===== src/lsr_pkg.sv =====
// ----------------------------------------------------------------------------
// Light scissor rectangle package
// Shared types and constants for the light scissor rectangle block.
// ----------------------------------------------------------------------------
package lsr_pkg;

    localparam int CoordWidth = 24;
    localparam int CoefWidth  = 24;
    localparam int RangeWidth = 23;
    localparam int PixWidth   = 13;
    localparam int CornWidth  = 25;
    localparam int ClipWidth  = 52;

    // Coefficients are Q8.16. Clip values are exact sums of products, so the
    // fraction count sets no datapath width and serves as documentation.
    localparam int CoefFracBits = 16;

    localparam logic [0:0] CmdLoad = 1'b0;
    localparam logic [0:0] CmdRect = 1'b1;

    localparam logic [0:0] RegScreenWidth  = 1'b0;
    localparam logic [0:0] RegScreenHeight = 1'b1;

    typedef struct packed {
        logic [0:0]                    cmd;
        logic [3:0]                    coef_index;
        logic signed [CoefWidth-1:0]   coef_value;
        logic signed [CoordWidth-1:0]  pos_x;
        logic signed [CoordWidth-1:0]  pos_y;
        logic signed [CoordWidth-1:0]  pos_z;
        logic [RangeWidth-1:0]         light_range;
    } in_item_t;

    typedef struct packed {
        logic [PixWidth-1:0] rect_left;
        logic [PixWidth-1:0] rect_top;
        logic [PixWidth-1:0] rect_right;
        logic [PixWidth-1:0] rect_bottom;
    } out_item_t;

    typedef struct packed {
        logic [0:0]          index;
        logic [PixWidth-1:0] data;
    } cfg_item_t;

    // Start and operands of the serial pixel divider.
    typedef struct packed {
        logic                        start;
        logic [ClipWidth:0]          num;
        logic [ClipWidth:0]          den;
        logic [PixWidth-1:0]         scale;
    } div_req_t;

endpackage


===== src/lsr_stream_if.sv =====
// ----------------------------------------------------------------------------
// Light scissor rectangle channels
// Valid/ready interfaces for input, output and configuration channels.
// ----------------------------------------------------------------------------
interface lsr_in_if;
    logic             valid;
    logic             ready;
    lsr_pkg::in_item_t payload;
    modport source (output valid, output payload, input ready);
    modport sink   (input valid, input payload, output ready);
endinterface

interface lsr_out_if;
    logic               valid;
    logic               ready;
    lsr_pkg::out_item_t payload;
    modport source (output valid, output payload, input ready);
    modport sink   (input valid, input payload, output ready);
endinterface

interface lsr_cfg_if;
    logic               valid;
    logic               ready;
    lsr_pkg::cfg_item_t payload;
    modport source (output valid, output payload, input ready);
    modport sink   (input valid, input payload, output ready);
endinterface


===== src/light_scissor_rect_unit.sv =====
// ----------------------------------------------------------------------------
// Light scissor rectangle unit
// Screen-space scissor rectangle of a point light's bounding cube.
// ----------------------------------------------------------------------------
//  channel   direction  payload
//  in_ch     sink       cmd, coef_index, coef_value, pos_x/y/z, light_range
//  out_ch    source     rect_left, rect_top, rect_right, rect_bottom
//  cfg_ch    sink       register index, write data (screen width, height)
//
// A load item is written on acceptance and leaves the block idle. A rect item
// walks the eight cube corners; per corner the shared multiplier runs twelve
// products (three clip columns of four terms, each followed by a drain) and
// the shared serial divider two 13-step divisions. Most of an item's time is
// spent in the divider.
// Reset clears the coefficient file to zero and the screen size to
// 1920 by 1080. A stalled result holds in the output register; the next item
// is accepted while it waits, but the following result waits for it.
module light_scissor_rect_unit (
    input  logic         clk,
    input  logic         rst_n,
    lsr_in_if.sink       in_ch,
    lsr_out_if.source    out_ch,
    lsr_cfg_if.sink      cfg_ch
);
    import lsr_pkg::*;

    typedef enum logic [6:0] {
        ST_IDLE  = 7'b0000001,
        ST_MAC   = 7'b0000010,
        ST_DRAIN = 7'b0000100,
        ST_DIVX  = 7'b0001000,
        ST_DIVY  = 7'b0010000,
        ST_NEXT  = 7'b0100000,
        ST_OUT   = 7'b1000000
    } state_t;

    state_t state_reg, state_next;

    logic [CoefWidth-1:0]         coef_reg [16];
    logic [15:0]                  coef_vld_reg;
    logic [PixWidth-1:0]          width_reg, height_reg;
    logic signed [CoordWidth-1:0] px_reg, py_reg, pz_reg;
    logic [RangeWidth-1:0]        r_reg;
    logic [2:0]                   corner_reg;
    logic [1:0]                   col_reg;    // 0 X, 1 Y, 2 W
    logic [1:0]                   term_reg;
    logic [1:0]                   drain_reg;
    logic signed [ClipWidth-1:0]  cx_reg, cy_reg;
    logic [PixWidth-1:0]          minx_reg, maxx_reg, miny_reg, maxy_reg;
    logic                         out_vld_reg;
    out_item_t                    out_reg;
    logic                         div_started_reg;

    logic                         mac_clear, mac_en;
    logic signed [CornWidth-1:0]  op_a;
    logic signed [CoefWidth-1:0]  op_b;
    logic signed [ClipWidth-1:0]  acc;
    logic [3:0]                   coef_addr;
    logic signed [CornWidth-1:0]  rr;
    div_req_t                     div_req;
    logic                         div_busy;
    logic [PixWidth-1:0]          quot;
    logic signed [ClipWidth:0]    num_s, w_s, nclamp;
    logic                         flip;
    logic [ClipWidth:0]           div_num, div_den;

    // Items are taken only in idle; a waiting result does not block input.
    assign in_ch.ready  = (state_reg == ST_IDLE);
    assign cfg_ch.ready = 1'b1;
    assign out_ch.valid   = out_vld_reg;
    assign out_ch.payload = out_reg;

    // Corner operand of the current term.
    assign rr = CornWidth'(r_reg);
    always_comb
    begin
        unique case (term_reg)
            2'd0:    op_a = corner_reg[0] ? CornWidth'(px_reg) + rr : CornWidth'(px_reg) - rr;
            2'd1:    op_a = corner_reg[1] ? CornWidth'(py_reg) - rr : CornWidth'(py_reg) + rr;
            2'd2:    op_a = corner_reg[2] ? CornWidth'(pz_reg) + rr : CornWidth'(pz_reg) - rr;
            default: op_a = CornWidth'(256);
        endcase
        coef_addr = {term_reg, (col_reg == 2'd2) ? 2'd3 : col_reg};
        op_b = coef_vld_reg[coef_addr] ? coef_reg[coef_addr] : '0;
    end

    assign mac_clear = (state_reg == ST_MAC) && term_reg == 2'd0;
    assign mac_en    = (state_reg == ST_MAC);

    lsr_mac u_mac (
        .clk    (clk),
        .clear  (mac_clear),
        .enable (mac_en),
        .op_a   (op_a),
        .op_b   (op_b),
        .acc    (acc)
    );

    // Clamp and fold the sign of w into the numerator for the divider.
    always_comb
    begin
        flip  = (state_reg == ST_DIVY);
        num_s = (ClipWidth+1)'(flip ? cy_reg : cx_reg);
        w_s   = (ClipWidth+1)'(acc);
        if (w_s == 0)
        begin
            num_s = num_s[ClipWidth] ? -(ClipWidth+1)'(1) : (ClipWidth+1)'(1);
            w_s   = (ClipWidth+1)'(1);
        end
        else if (w_s < 0)
        begin
            num_s = -num_s;
            w_s   = -w_s;
        end
        nclamp = num_s;
        if (nclamp > w_s)
            nclamp = w_s;
        if (nclamp < -w_s)
            nclamp = -w_s;
        if (flip)
            nclamp = -nclamp;
        div_num = nclamp + w_s;
        div_den = w_s <<< 1;
    end

    always_comb
    begin
        div_req.start = ((state_reg == ST_DIVX) || (state_reg == ST_DIVY)) && !div_started_reg;
        div_req.num   = div_num;
        div_req.den   = div_den;
        div_req.scale = (state_reg == ST_DIVY) ? height_reg : width_reg;
    end

    lsr_divider u_div (
        .clk   (clk),
        .rst_n (rst_n),
        .req   (div_req),
        .busy  (div_busy),
        .quot  (quot)
    );

    always_comb
    begin
        state_next = state_reg;
        unique case (state_reg)
            ST_IDLE:  if (in_ch.valid && in_ch.ready && in_ch.payload.cmd == CmdRect)
                          state_next = ST_MAC;
            ST_MAC:   if (term_reg == 2'd3)
                          state_next = ST_DRAIN;
            ST_DRAIN: if (drain_reg == 2'd1)
                          state_next = (col_reg == 2'd2) ? ST_DIVX : ST_MAC;
            ST_DIVX:  if (div_started_reg && !div_busy)
                          state_next = ST_DIVY;
            ST_DIVY:  if (div_started_reg && !div_busy)
                          state_next = ST_NEXT;
            ST_NEXT:  state_next = (corner_reg == 3'd7) ? ST_OUT : ST_MAC;
            ST_OUT:   if (!out_vld_reg || out_ch.ready)
                          state_next = ST_IDLE;
            default:  state_next = ST_IDLE;
        endcase
    end

    always_ff @(posedge clk or negedge rst_n)
    begin
        if (!rst_n)
        begin
            state_reg       <= ST_IDLE;
            coef_vld_reg    <= '0;
            width_reg       <= PixWidth'(1920);
            height_reg      <= PixWidth'(1080);
            out_vld_reg     <= 1'b0;
            term_reg        <= '0;
            col_reg         <= '0;
            corner_reg      <= '0;
            drain_reg       <= '0;
            div_started_reg <= 1'b0;
        end
        else
        begin
            state_reg <= state_next;
            if (cfg_ch.valid)
            begin
                if (cfg_ch.payload.index == RegScreenWidth)
                    width_reg <= cfg_ch.payload.data;
                else
                    height_reg <= cfg_ch.payload.data;
            end
            // A new result may replace the one leaving at the same edge.
            if (state_reg == ST_OUT && (!out_vld_reg || out_ch.ready))
                out_vld_reg <= 1'b1;
            else if (out_vld_reg && out_ch.ready)
                out_vld_reg <= 1'b0;
            if (in_ch.valid && in_ch.ready && in_ch.payload.cmd == CmdLoad)
                coef_vld_reg[in_ch.payload.coef_index] <= 1'b1;
            unique case (state_reg)
                ST_IDLE:
                begin
                    term_reg   <= '0;
                    col_reg    <= '0;
                    corner_reg <= '0;
                end
                ST_MAC:
                begin
                    term_reg  <= term_reg + 2'd1;
                    drain_reg <= '0;
                end
                ST_DRAIN:
                begin
                    drain_reg <= drain_reg + 2'd1;
                    if (drain_reg == 2'd1 && col_reg != 2'd2)
                        col_reg <= col_reg + 2'd1;
                end
                ST_DIVX, ST_DIVY:
                begin
                    if (!div_started_reg)
                        div_started_reg <= 1'b1;
                    else if (!div_busy)
                        div_started_reg <= 1'b0;
                end
                ST_NEXT:
                begin
                    col_reg    <= '0;
                    corner_reg <= corner_reg + 3'd1;
                end
                default: ;
            endcase
        end
    end

    always_ff @(posedge clk)
    begin
        if (in_ch.valid && in_ch.ready)
        begin
            if (in_ch.payload.cmd == CmdLoad)
                coef_reg[in_ch.payload.coef_index] <= in_ch.payload.coef_value;
            px_reg <= in_ch.payload.pos_x;
            py_reg <= in_ch.payload.pos_y;
            pz_reg <= in_ch.payload.pos_z;
            r_reg  <= in_ch.payload.light_range;
            minx_reg <= '1;
            miny_reg <= '1;
            maxx_reg <= '0;
            maxy_reg <= '0;
        end
        if (state_reg == ST_DRAIN && drain_reg == 2'd1)
        begin
            if (col_reg == 2'd0)
                cx_reg <= acc;
            if (col_reg == 2'd1)
                cy_reg <= acc;
        end
        if (state_reg == ST_DIVX && div_started_reg && !div_busy)
        begin
            if (quot < minx_reg) minx_reg <= quot;
            if (quot > maxx_reg) maxx_reg <= quot;
        end
        if (state_reg == ST_DIVY && div_started_reg && !div_busy)
        begin
            if (quot < miny_reg) miny_reg <= quot;
            if (quot > maxy_reg) maxy_reg <= quot;
        end
        if (state_reg == ST_OUT && (!out_vld_reg || out_ch.ready))
        begin
            out_reg.rect_left   <= minx_reg;
            out_reg.rect_top    <= miny_reg;
            out_reg.rect_right  <= maxx_reg;
            out_reg.rect_bottom <= maxy_reg;
        end
    end
endmodule


===== src/lsr_divider.sv =====
// ----------------------------------------------------------------------------
// Light scissor rectangle pixel divider
// Serial multiply-divide: floor(num * scale / den), one scale bit a cycle.
// ----------------------------------------------------------------------------
module lsr_divider (
    input  logic                      clk,
    input  logic                      rst_n,
    input  lsr_pkg::div_req_t         req,
    output logic                      busy,
    output logic [lsr_pkg::PixWidth-1:0] quot
);
    import lsr_pkg::*;

    localparam int RemWidth = ClipWidth + 2;

    logic [RemWidth-1:0]  rem_reg, rem_next;
    logic [ClipWidth:0]   num_reg, den_reg;
    logic [PixWidth-1:0]  scale_reg, q_reg, q_next;
    logic [3:0]           bit_reg;
    logic                 busy_reg;
    logic [RemWidth-1:0]  acc, sub1, sub2;
    logic [1:0]           qinc;

    // With num <= den the partial remainder stays below 3*den, so at most
    // two subtractions are needed in a step.
    always_comb
    begin
        acc = {rem_reg[RemWidth-2:0], 1'b0}
            + (scale_reg[bit_reg] ? {1'b0, num_reg} : '0);
        sub1 = acc;
        qinc = 2'd0;
        if (sub1 >= {1'b0, den_reg})
        begin
            sub1 = sub1 - {1'b0, den_reg};
            qinc = 2'd1;
        end
        sub2 = sub1;
        if (sub2 >= {1'b0, den_reg})
        begin
            sub2 = sub2 - {1'b0, den_reg};
            qinc = 2'd2;
        end
        rem_next = sub2;
        q_next = {q_reg[PixWidth-2:0], 1'b0} + {{(PixWidth-2){1'b0}}, qinc};
    end

    always_ff @(posedge clk or negedge rst_n)
    begin
        if (!rst_n)
        begin
            busy_reg <= 1'b0;
            bit_reg  <= '0;
        end
        else if (req.start)
        begin
            busy_reg <= 1'b1;
            bit_reg  <= 4'(PixWidth - 1);
        end
        else if (busy_reg)
        begin
            if (bit_reg == 4'd0)
                busy_reg <= 1'b0;
            else
                bit_reg <= bit_reg - 4'd1;
        end
    end

    always_ff @(posedge clk)
    begin
        if (req.start)
        begin
            rem_reg   <= '0;
            q_reg     <= '0;
            num_reg   <= req.num;
            den_reg   <= req.den;
            scale_reg <= req.scale;
        end
        else if (busy_reg)
        begin
            rem_reg <= rem_next;
            q_reg   <= q_next;
        end
    end

    assign busy = busy_reg;
    assign quot = q_reg;
endmodule


===== src/lsr_mac.sv =====
// ----------------------------------------------------------------------------
// Light scissor rectangle multiply-accumulate
// One shared signed 25x24 multiplier with a 52-bit accumulator.
// ----------------------------------------------------------------------------
module lsr_mac (
    input  logic                                 clk,
    input  logic                                 clear,
    input  logic                                 enable,
    input  logic signed [lsr_pkg::CornWidth-1:0] op_a,
    input  logic signed [lsr_pkg::CoefWidth-1:0] op_b,
    output logic signed [lsr_pkg::ClipWidth-1:0] acc
);
    import lsr_pkg::*;

    logic signed [CornWidth+CoefWidth-1:0] prod_reg;
    logic                                  prod_vld_reg;
    logic signed [ClipWidth-1:0]           acc_reg;

    always_ff @(posedge clk)
    begin
        prod_reg     <= op_a * op_b;
        prod_vld_reg <= enable;
        if (clear)
            acc_reg <= '0;
        else if (prod_vld_reg)
            acc_reg <= acc_reg + ClipWidth'(prod_reg);
    end

    assign acc = acc_reg;
endmodule


===== src/flat_wrapper.sv =====
// flat-port wrapper written by rule: the top's interface ports become plain ports
module light_scissor_rect_unit_flat import lsr_pkg::*;
  (clk, rst_n, in_ch_valid, in_ch_payload, in_ch_ready, out_ch_valid, out_ch_payload, out_ch_ready, cfg_ch_valid, cfg_ch_payload, cfg_ch_ready);
  lsr_in_if in_ch_i ();
  lsr_out_if out_ch_i ();
  lsr_cfg_if cfg_ch_i ();
  input  logic clk;
  input  logic rst_n;
  input wire logic [$bits(in_ch_i.valid)-1:0] in_ch_valid;
  input wire logic [$bits(in_ch_i.payload)-1:0] in_ch_payload;
  output wire logic [$bits(in_ch_i.ready)-1:0] in_ch_ready;
  output wire logic [$bits(out_ch_i.valid)-1:0] out_ch_valid;
  output wire logic [$bits(out_ch_i.payload)-1:0] out_ch_payload;
  input wire logic [$bits(out_ch_i.ready)-1:0] out_ch_ready;
  input wire logic [$bits(cfg_ch_i.valid)-1:0] cfg_ch_valid;
  input wire logic [$bits(cfg_ch_i.payload)-1:0] cfg_ch_payload;
  output wire logic [$bits(cfg_ch_i.ready)-1:0] cfg_ch_ready;
  assign in_ch_i.valid = in_ch_valid;
  assign in_ch_i.payload = in_ch_payload;
  assign in_ch_ready = in_ch_i.ready;
  assign out_ch_valid = out_ch_i.valid;
  assign out_ch_payload = out_ch_i.payload;
  assign out_ch_i.ready = out_ch_ready;
  assign cfg_ch_i.valid = cfg_ch_valid;
  assign cfg_ch_i.payload = cfg_ch_payload;
  assign cfg_ch_ready = cfg_ch_i.ready;
  light_scissor_rect_unit u_core (.clk(clk), .rst_n(rst_n), .in_ch(in_ch_i), .out_ch(out_ch_i), .cfg_ch(cfg_ch_i));
endmodule

===== config.mk =====
export PLATFORM = sky130hd
export DESIGN_NAME = light_scissor_rect_unit_flat
export DESIGN_NICKNAME = d
export VERILOG_FILES = /design/src/lsr_pkg.sv /design/src/lsr_stream_if.sv /design/src/light_scissor_rect_unit.sv /design/src/lsr_divider.sv /design/src/lsr_mac.sv /design/src/flat_wrapper.sv
export SDC_FILE = /design/constraint.sdc
export NUM_CORES = 2
export LEC_CHECK = 0
export BUFFER_PORTS_ARGS = -buffer_cell sky130_fd_sc_hd__buf_2
export CORE_AREA = 2 2 362 364
export DETAILED_ROUTE_END_ITERATION = 7
export DIE_AREA = 0 0 364 366
export PLACE_DENSITY = 0.87
export SLEW_MARGIN = 0
export SYNTH_ARGS = -nofsm -noshare
export SYNTH_HDL_FRONTEND = slang
export SYNTH_SLANG_ARGS = --single-unit

===== constraint.sdc =====
create_clock -name clk -period 29 [get_ports clk]
set_input_delay 4.35 -clock clk [delete_from_list [all_inputs] [get_ports clk]]
set_output_delay 4.35 -clock clk [all_outputs]
set_load 0.005 [all_outputs]

==> flow_summary.ini, run 1 <==
[outcome]
status = stopped before the end
failed_stage = global routing (5_1_grt)
error = [ERROR GRT-0116] Global routing finished with congestion. Check the congestion regions in the DRC Viewer.

[logic_synthesis]
syn_avg_cell_area_sq_um = 9.88
ys_ff_latch = 1038
yosysTopAreaCellShare = 0.251
ys_warn_count = 0
synth_ff_type = edfxtp_1
syn-cell-area_sq_um = 90000
ys_seq_area_frac = 0.318
synthArstFlopShare = 0.0626
syn_inst = 9109
synth.area.top_cells = edfxtp_1 (25%), fa_1 (14%), ha_1 (8.9%)
synth_edf_count = 753
yosysUniqueCellTypes = 115
yosysTopAreaCell = edfxtp_1

[cts]
cts_root_buffer = clkbuf_16
htreeDepth = 3
cts_buffer_depth = 3
cts_resized = 0
cts.sinks = 1038
cts-buffers-inserted = 106
hold_buffers = 0
cts_setup_buffers = 0

[global_route]
grt_max_degree = 89
grt_pass1_wl_mm = 539
grt_pass1_vias = 81830
grt_usage = 0.554
grt.overflow.total = 9

[die]
die_y_um = 366
ios = 198
rows = 132
die-width_um = 364
start_util = 0.697

[place]
io_buffers = 196
placed_area_sq_um = 92800
dp_hpwl_mm = 224
gp_congestion = 1.00
-- cell usage after synthesis, drive strengths merged, types with 16 or more instances --
cell,number
o21bai,43
mux2i,179
mux2,88
xnor2,368
or2,50
xor2,205
clkbuf,318
nor2b,89
nor3b,34
buf,85
and4,16
o21ai,432
and2,114
edfxtp,753
mux4,131
a31oi,57
or4,31
nand4,97
nand2,799
and3,63
o21a,82
a21oi,522
a21o,223
o211ai,44
nor2,640
a211o,25
a41oi,16
or3,79
inv,890
ha,640
nor4,72
fa,638
nand2b,143
a21boi,18
a211oi,67
o41ai,29
nand3b,19
dfrtp,56
o31ai,71
nor3,166
a311oi,16
dfxtp,220
nand3,250
-- layer usage --
layer  GRT overflow  global-route usage
met5              0               0.190
met4              4               0.400
met3              1               0.367
met2              2               0.708
met1              2               0.640
-- cells by family after synthesis --
kind of cell,after synthesis,synth area share
other cells,1,0.0000417
compound gates,1822,0.130
buf+inv,1298,0.0547
fa+ha+maj,1278,0.231
simple gates,2700,0.146
mux,398,0.0637
flops,1038,0.318
xor+xnor,574,0.0563
-- metrics by stage --
step           hold WS, ps  cells  setup WS, ps
3_3_place_gp           413  10777         12080
4_1_cts                434  10971         11700
2_1_floorplan          408   9110         12640
3_5_place_dp           419  10777         11760
==> run 2: changes to the inputs <==
CORE_AREA = 2 2 478 480   (was 2 2 362 364)
DIE_AREA = 0 0 480 482   (was 0 0 364 366)
PLACE_DENSITY = unset   (was 0.87)
PLACE_DENSITY_LB_ADDON = 0.15   (was unset)
==> run 2 against run 1 <==
  * The run now ends clean
  * Area after synthesis stayed put
  * Synthesized cell count stayed put
==> flow_summary.ini, run 2 <==
[sta]
max_slew.worst_pin.slew_ps = 1340
hold_viol_final = 0
fmax_mhz = 55.7
slew_violations = 0
setup_viol = 0
worst_slack_ps = 11060
finClkSkew_ps = 94.0
fin_tns_setup_ps = 0
grt_setup_unrepaired = no
fin_crit_sh = 0.619
min_period_ps = 17940
slew_headroom = 0.103

[setup_path]
crit_path_top_delay_cell = or2_2
cp.arrival_ps = 18420
critPathRequiredTime_ps = 29480
critPathTopFamily = simple AND/OR/NAND/NOR gates
start_kind = flip-flop
timing.rr.end = u_core.u_div.num_reg[52]$_DFFE_PP_
rr_startpoint = u_core.state_reg[3]$_DFFE_PN0P_
r2r_cells = 59
cp_num_buf_inv = 4
cp_slowest_stage_delay_ps = 690
crit_fanout = 61
worstSetupEndpointType = flip-flop
worstSetupPathType = reg -> reg
r2r_slack_ps = 11060

[cts]
clk_pin_slew_ps = 60
cts_resized = 0
htreeDepth = 3
cts_buffer_depth = 3
insertion_delay_ps = 840
hold_buffers = 0
cts_tree = done
cts-buffers-inserted = 116
cts_root_buffer = clkbuf_16
cts.sinks = 1038
cts_setup_buffers = 0

[final_layout]
nets = 10613
syn_to_final_growth_pct = 9.86
fin_util = 0.437
largest_reg_flops = 384
multi_input_area_sq_um = 56700
seq_area_sq_um = 28700
final.fill_count = 21744
final_common_cell = inv_1
drive_above_1_share = 0.102
layout_common_cells = inv_1 (885), nand2_1 (797), edfxtp_1 (753)

[die]
ios = 198
die-width_um = 480
start_util = 0.397
die_area_sq_um = 231000
die_y_um = 482
rows = 175
coreArea_sq_um = 226000

[global_route]
grt_pass1_vias = 69723
grt_usage = 0.244
grt.overflow.total = 0
grt_pass1_wl_mm = 436
antenna_found_initial = 16
grt_max_degree = 93

[routing]
vias_per_cell = 5.68
avgRoutedWirePerCell_um = 23.2
wl_mm = 286
route.detailed.drc = 0
first_pass_iters = 8
drt_iter0_markers = 6196
ant_nets = 0
vias = 69886

[worst_hold_path]
worstHoldPathCells = 0
min_from = u_core.minx_reg[10]$_DFF_P_
hp-class = reg -> reg
holdPathEnd = u_core.out_ch.payload[49]$_DFFE_PP_

[logic_synthesis]
yosysUniqueCellTypes = 115
ys_seq_area_frac = 0.318
yosysMostFrequentCell = inv_1
synth_ff_type = edfxtp_1
syn_avg_cell_area_sq_um = 9.88
syn-cell-area_sq_um = 90000
ys_ff_latch = 1038
synth_edf_count = 753
yosysTopAreaCellShare = 0.251
syn_inst = 9109
synthArstFlopShare = 0.0626
yosysTopAreaCell = edfxtp_1
synth.area.top_cells = edfxtp_1 (25%), fa_1 (14%), ha_1 (8.9%)
ys_warn_count = 0
ys_top_cells_by_count = inv_1 (885), nand2_1 (798), edfxtp_1 (753), ha_1 (640)

[place]
pre_cts_slack_ps = 11250
gp_congestion = 0.939
io_buffers = 196
dp_hpwl_mm = 223

[outcome]
status = completed

[flow_run]
cap_viol_max_count = 0
## run 2: cell counts after synthesis
Identical to the previous run, type by type.
## run 2: final cells by class
| type | count | share of cell area |
|---|---|---|
| tap | 3009 | 0.0381 |
| antenna | 3 | 0.0000760 |
| inverter | 895 | 0.0341 |
| multi-input combinational | 6774 | 0.573 |
| timing repair buffer | 367 | 0.0231 |
| sequential | 1038 | 0.290 |
| clock buffer | 150 | 0.0320 |
| clock inverter | 72 | 0.00925 |
## run 2: worst max path at each step
stage                                    start                            endpoint  slack, ps  cells past startpoint
5_1_grt        u_core.state_reg[3]$_DFFE_PN0P_  u_core.u_div.num_reg[52]$_DFFE_PP_       9820                     61
4_1_cts        u_core.state_reg[3]$_DFFE_PN0P_  u_core.u_div.num_reg[52]$_DFFE_PP_      11150                     61
3_5_place_dp   u_core.state_reg[3]$_DFFE_PN0P_  u_core.u_div.num_reg[52]$_DFFE_PP_      11250                     61
6_report       u_core.state_reg[3]$_DFFE_PN0P_  u_core.u_div.num_reg[52]$_DFFE_PP_      11060                     59
2_1_floorplan  u_core.state_reg[3]$_DFFE_PN0P_  u_core.u_div.num_reg[52]$_DFFE_PP_      12640                     70
3_3_place_gp   u_core.state_reg[3]$_DFFE_PN0P_  u_core.u_div.num_reg[52]$_DFFE_PP_      11430                     59
## run 2: kinds of logic after synthesis
group / after synthesis / share of synthesized area
multiplexers: 398 / 0.0637
AND/OR/NAND/NOR: 2700 / 0.146
other: 1 / 0.0000417
AO/OA/AOI/OAI: 1822 / 0.130
XOR/XNOR: 574 / 0.0563
adder cells (fa/ha/maj): 1278 / 0.231
buffers and inverters: 1298 / 0.0547
flip-flops: 1038 / 0.318
## run 2: per-stage QoR
step | area [sq um] | std cells | hold WS (ps)
after global routing | 98800 | 12307 | 435
after floorplan | 90000 | 9110 | 408
final | 98800 | 12308 | 429
after global placement | 94700 | 12082 | 417
after detailed placement | 94700 | 12082 | 417
after CTS | 98800 | 12304 | 432
## run 2: metal layers
layer  vias up  GRT usage  share of wire
li1      32269          -              -
met1     34969      0.362           0.47
met2      2303      0.380           0.44
met3       341     0.0330          0.065
met4         4     0.0525          0.021
met5         -          0       0.000095
Power of run 2 is not shown: default switching activity piles up to over one toggle a cycle in this logic, so the estimate is an artifact.
